**src/gtg_pkg.sv**
```systemverilog
package gtg_pkg;

  typedef logic signed [32:0] mul_op_t;
  typedef logic signed [65:0] mul_prod_t;

  localparam logic [1:0] KIND_TICK   = 2'd0;
  localparam logic [1:0] KIND_POSE   = 2'd1;
  localparam logic [1:0] KIND_GOAL   = 2'd2;
  localparam logic [1:0] KIND_CANCEL = 2'd3;

  localparam logic [2:0] REG_LIN_GAIN   = 3'd0;
  localparam logic [2:0] REG_ANG_P_GAIN = 3'd1;
  localparam logic [2:0] REG_ANG_D_GAIN = 3'd2;
  localparam logic [2:0] REG_ARRIVE_TOL = 3'd3;
  localparam logic [2:0] REG_LIN_LIMIT  = 3'd4;
  localparam logic [2:0] REG_ANG_LIMIT  = 3'd5;

  localparam int PI_Q12       = 12868;
  localparam int HALF_PI_Q12  = 6434;
  localparam int TWO_PI_Q12   = 25736;
  localparam int MAX_DT_US    = 500000;
  localparam int INV_GAIN_Q20 = 636751;
  localparam int US_PER_S     = 1000000;

  // Arctangent of 2^-i in Q0.30; beyond the table the angle equals 2^-i.
  function automatic logic [29:0] atan_entry(input logic [4:0] i);
    logic [29:0] a;
    case (i)
      5'd0: a = 30'd843314857;
      5'd1: a = 30'd497837830;
      5'd2: a = 30'd263043837;
      5'd3: a = 30'd133525159;
      5'd4: a = 30'd67021687;
      5'd5: a = 30'd33543516;
      5'd6: a = 30'd16775851;
      5'd7: a = 30'd8388437;
      5'd8: a = 30'd4194283;
      5'd9: a = 30'd2097149;
      default: a = 30'((31'd1 << 30) >> i);
    endcase
    return a;
  endfunction

endpackage

```
**src/gtg_mul.sv**
```systemverilog
module gtg_mul (
  input  logic              clk,
  input  gtg_pkg::mul_op_t   a,
  input  gtg_pkg::mul_op_t   b,
  output gtg_pkg::mul_prod_t prod
);
  import gtg_pkg::*;

  always_ff @(posedge clk) begin
    prod <= a * b;
  end

endmodule

```
**config.mk**
```make
export PLATFORM = sky130hd
export DESIGN_NAME = gtg_mul
export DESIGN_NICKNAME = d
export VERILOG_FILES = /design/src/gtg_pkg.sv /design/src/gtg_mul.sv
export SDC_FILE = /design/constraint.sdc
export NUM_CORES = 2
export LEC_CHECK = 0
export BUFFER_PORTS_ARGS = -buffer_cell sky130_fd_sc_hd__buf_2
export CELL_PAD_IN_SITES_DETAIL_PLACEMENT = 1
export CELL_PAD_IN_SITES_GLOBAL_PLACEMENT = 2
export CORE_MARGIN = 8
export CORE_UTILIZATION = 46
export DETAILED_ROUTE_END_ITERATION = 6
export PLACE_DENSITY = 0.94
export SETUP_SLACK_MARGIN = 0.4
export SLEW_MARGIN = 20
export SYNTH_ARGS = -nofsm -noshare
export SYNTH_HDL_FRONTEND = slang
export SYNTH_SLANG_ARGS = --single-unit
```
**constraint.sdc**
```tcl
create_clock -name clk -period 13.7 [get_ports clk]
set_input_delay 0.685 -clock clk [delete_from_list [all_inputs] [get_ports clk]]
set_output_delay 0.685 -clock clk [all_outputs]
set_load 0.005 [all_outputs]
```
# Word level (Yosys, flattened, before mapping)
# Index checks and enable logic that the tools add are counted.
# classes
multipliers	1
# op_table
operator	n
33-bit by 33-bit multiplier with 66-bit output	1
# totals
regBits	66
output_inout_bits	66
wordCells	2

# Depth between registers and ports, before layout
# logic_depth
depth_word	1
mapped_depth	27
mapped_depth_nobuf	26

# Worst setup path after synthesis
# No wires, ideal clock.
# synth_timing
kind	input -> register
from	input a[32]
to	register prod[62]
stages	23
arrival_time_ns	7.842
slack_ns	5.779
path_cell_list	clkbuf_1 -> nand2_1 -> inv_1 -> fa_1 -> fa_1 -> fa_1 -> fa_1 -> fa_1 -> fa_1 -> fa_1 -> inv_1 -> fa_1 -> inv_1 -> ha_1 -> clkbuf_1 -> and3_1 -> nand3_1 -> nand2b_1 -> a2111oi_4 -> a211oi_4 -> a21o_2 -> a21o_1 -> a211oi_2
# synth_between
elab_chain_cells	1
# synth_lines
element	line	source
start, declared	gtg_mul.sv:3	input gtg_pkg::mul_op_t a,
33-bit by 33-bit multiplier with 66-bit output	gtg_mul.sv:10	prod <= a * b;
end signal, assigned	gtg_mul.sv:10	
end, declared	gtg_mul.sv:5	output gtg_pkg::mul_prod_t prod
# Every way passes these cells.

# Final worst setup path
# layout_timing
from	input b[9]
to	register prod[59]
# layout_between
elab_chain_cells	1
# layout_lines
element	line	source
start, declared	gtg_mul.sv:4	input gtg_pkg::mul_op_t b,
33-bit by 33-bit multiplier with 66-bit output	gtg_mul.sv:10	
# Every way passes these cells.

==> impl_metrics.json <==
{
  "grt_pass1_vias": 34764,
  "cts_hold_buf": 0,
  "cts_max_level": 3,
  "cts_root_buf": "clkbuf_16",
  "drtPass1Iterations": 5,
  "setup_viol": 0,
  "ys_top_cells_by_area": "fa_1, inv_1, and2_1, ha_1, nand2_1",
  "end_kind": "flip-flop",
  "cts_tree": "built",
  "grt_pass1_wl_mm": 199,
  "grt_max_degree": 34,
  "synth-edff-count": 0,
  "drv_cap": 0,
  "core.rowCount": 109,
  "synth-xor-area-share": 0.0146,
  "dpl.hpwl_mm": 103,
  "largest_reg_flops": 66,
  "via_count": 28881,
  "dieArea_um2": 98300,
  "die_h_um": 314,
  "ios": 133,
  "period_share": 0.677,
  "crit_arrival_ns": 9.60,
  "drt-vias-per-instance": 5.30,
  "regMostFlops": "prod",
  "clk_pin_slew_ns": 0.08,
  "cts-resized-gates": 0,
  "synth-compound-area-share": 0.0407,
  "synth_simple_gate_area_frac": 0.158,
  "gp_congestion": 0.878,
  "setup_tns_ns": 0,
  "nNetsFinal": 5704,
  "cts-buffers-inserted": 9,
  "wirelength_mm": 123,
  "maxSlewViolCount": 0,
  "routedWlPerCell_um": 22.5,
  "synth_adder_area_share": 0.629,
  "critical_path_class": "input port to flip-flop",
  "fin_crit_ns": 9.28,
  "layout_common_cells": "fa_1, inv_1, and2_1",
  "worstMarginPinSlew_ns": 0.961,
  "worstPathRequired_ns": 14.02,
  "largest_registers": "prod (66)",
  "fp.dieW_um": 314,
  "start_util": 0.462,
  "relSlewSlack": 0.360,
  "hold_path_class": "input port to flip-flop",
  "max_freq_ghz": 0.108,
  "drc": 0,
  "rsz0062_at_grt": "false",
  "ys_warn_count": 0,
  "cts_max_path_buffers": 2,
  "synth_top_family_by_area": "adder cells",
  "yosysUniqueCellTypes": 80,
  "core_um2": 88100,
  "cp_max_fo": 33,
  "syn_inst": 4338,
  "overflow": 0,
  "synth_mux_area_frac": 0,
  "status": "finished, final reports clean",
  "ant_nets": 0,
  "async_flop_share": 0,
  "drive_gt1_frac": 0.0465,
  "portBuffers": 132,
  "synth_seq_cells": 66,
  "synth_area_um2": 40700,
  "areaGrowthSynthToFinish_pct": 4.20,
  "avgSynthCellArea_um2": 9.39,
  "clock_sinks": 66,
  "first_iter_violations": 1497,
  "worst_setup_path_start_kind": "input port",
  "globalRouteTotalUtil": 0.260,
  "yosysSeqAreaShare": 0.0324,
  "mostFrequentLayoutCell": "fa_1",
  "synthFlopType": "dfxtp_1",
  "syn_nets": 5767,
  "yosys.area.top_type": "fa_1",
  "antenna_found_initial": 6,
  "netlist.area_leader.share": 0.563,
  "cts_setup_buffers": 0,
  "hold_violations": 0
}
Yosys cell counts (all sizes together), types with 2 or more instances:
| master | instances |
|---|---|
| or2 | 3 |
| a211oi | 11 |
| nand2 | 551 |
| o211ai | 5 |
| a31oi | 9 |
| o21bai | 11 |
| and3 | 6 |
| or3b | 2 |
| nor2b | 5 |
| xnor2 | 43 |
| nor3 | 7 |
| o311ai | 2 |
| a21boi | 3 |
| a311o | 2 |
| xor2 | 25 |
| nor4b | 2 |
| dfxtp | 66 |
| a311oi | 2 |
| nor3b | 2 |
| o21ai | 33 |
| nand4 | 12 |
| or3 | 3 |
| a211o | 6 |
| clkbuf | 208 |
| o31ai | 7 |
| nor2 | 68 |
| o21a | 6 |
| o221a | 2 |
| ha | 217 |
| a221oi | 3 |
| buf | 13 |
| a21o | 38 |
| nand2b | 12 |
| nor4 | 3 |
| a2111oi | 2 |
| a21oi | 61 |
| a31o | 2 |
| a2111o | 2 |
| nand3 | 26 |
| inv | 1131 |
| and2 | 563 |
| a22oi | 2 |
| fa | 1145 |
| and4 | 5 |
area by class of cell:
type,instances,area [µm²]
Tap cell,1165,1460
Multi-Input combinational cell,2920,34300
Clock buffer,14,294
Antenna cell,3,7.51
Sequential cell,66,1320
Fill cell,10172,45700
Clock inverter,1,30.0
Inverter,1131,4250
Timing Repair Buffer,147,773
routing by layer:
layer,share of wire,track usage,wire length (µm),vias to the layer above
met4,0.044,0.106,5360,0
li1,-,-,-,12199
met5,0,0,0,-
met1,0.39,0.320,47600,15637
met2,0.52,0.461,63900,771
met3,0.046,0.0360,5600,274
metrics by stage:
step	hold WS (ns)	setup slack, ns	util	std cells	area, µm²
after floorplan	0.812	5.78	-	4338	40700
after global placement	1.06	4.17	0.478	5429	42100
after detailed placement	1.07	4.09	0.478	5429	42100
after CTS	0.860	4.47	0.482	5444	42400
after global routing	0.914	4.12	0.482	5444	42400
final	0.894	4.42	0.482	5447	42400
worst max-delay path, cell delays in order:
cell     delay [ns]
buf_2          0.69
nand2_1        0.31
fa_1           0.73
fa_1           0.95
fa_1           0.56
inv_1          0.40
fa_1           0.53
fa_1           0.59
fa_1           0.46
fa_1           0.51
inv_1          0.07
fa_1           0.48
inv_1          0.04
ha_1           0.43
and3_1         0.35
nand4_1        0.22
nor4_1         0.72
a21oi_4        0.28
o31ai_2        0.32
xor2_1         0.22
worst paths after layout:
kind	endpoint	slack, ns	start	cells after the start
min	prod[0]	0.89	b[0]	2
max	prod[59]	4.42	b[9]	20
cells by family after synthesis:
family / after synthesis
AOI/OAI and AO/OA: 219
xor gates and xnor gates: 68
adders and majority gates: 1362
buffers and inverters: 1352
DFF: 66
and+or+nand+nor: 1271
Power is not shown: default switching activity piles up to over one toggle a cycle in this logic, so the estimate is an artifact.
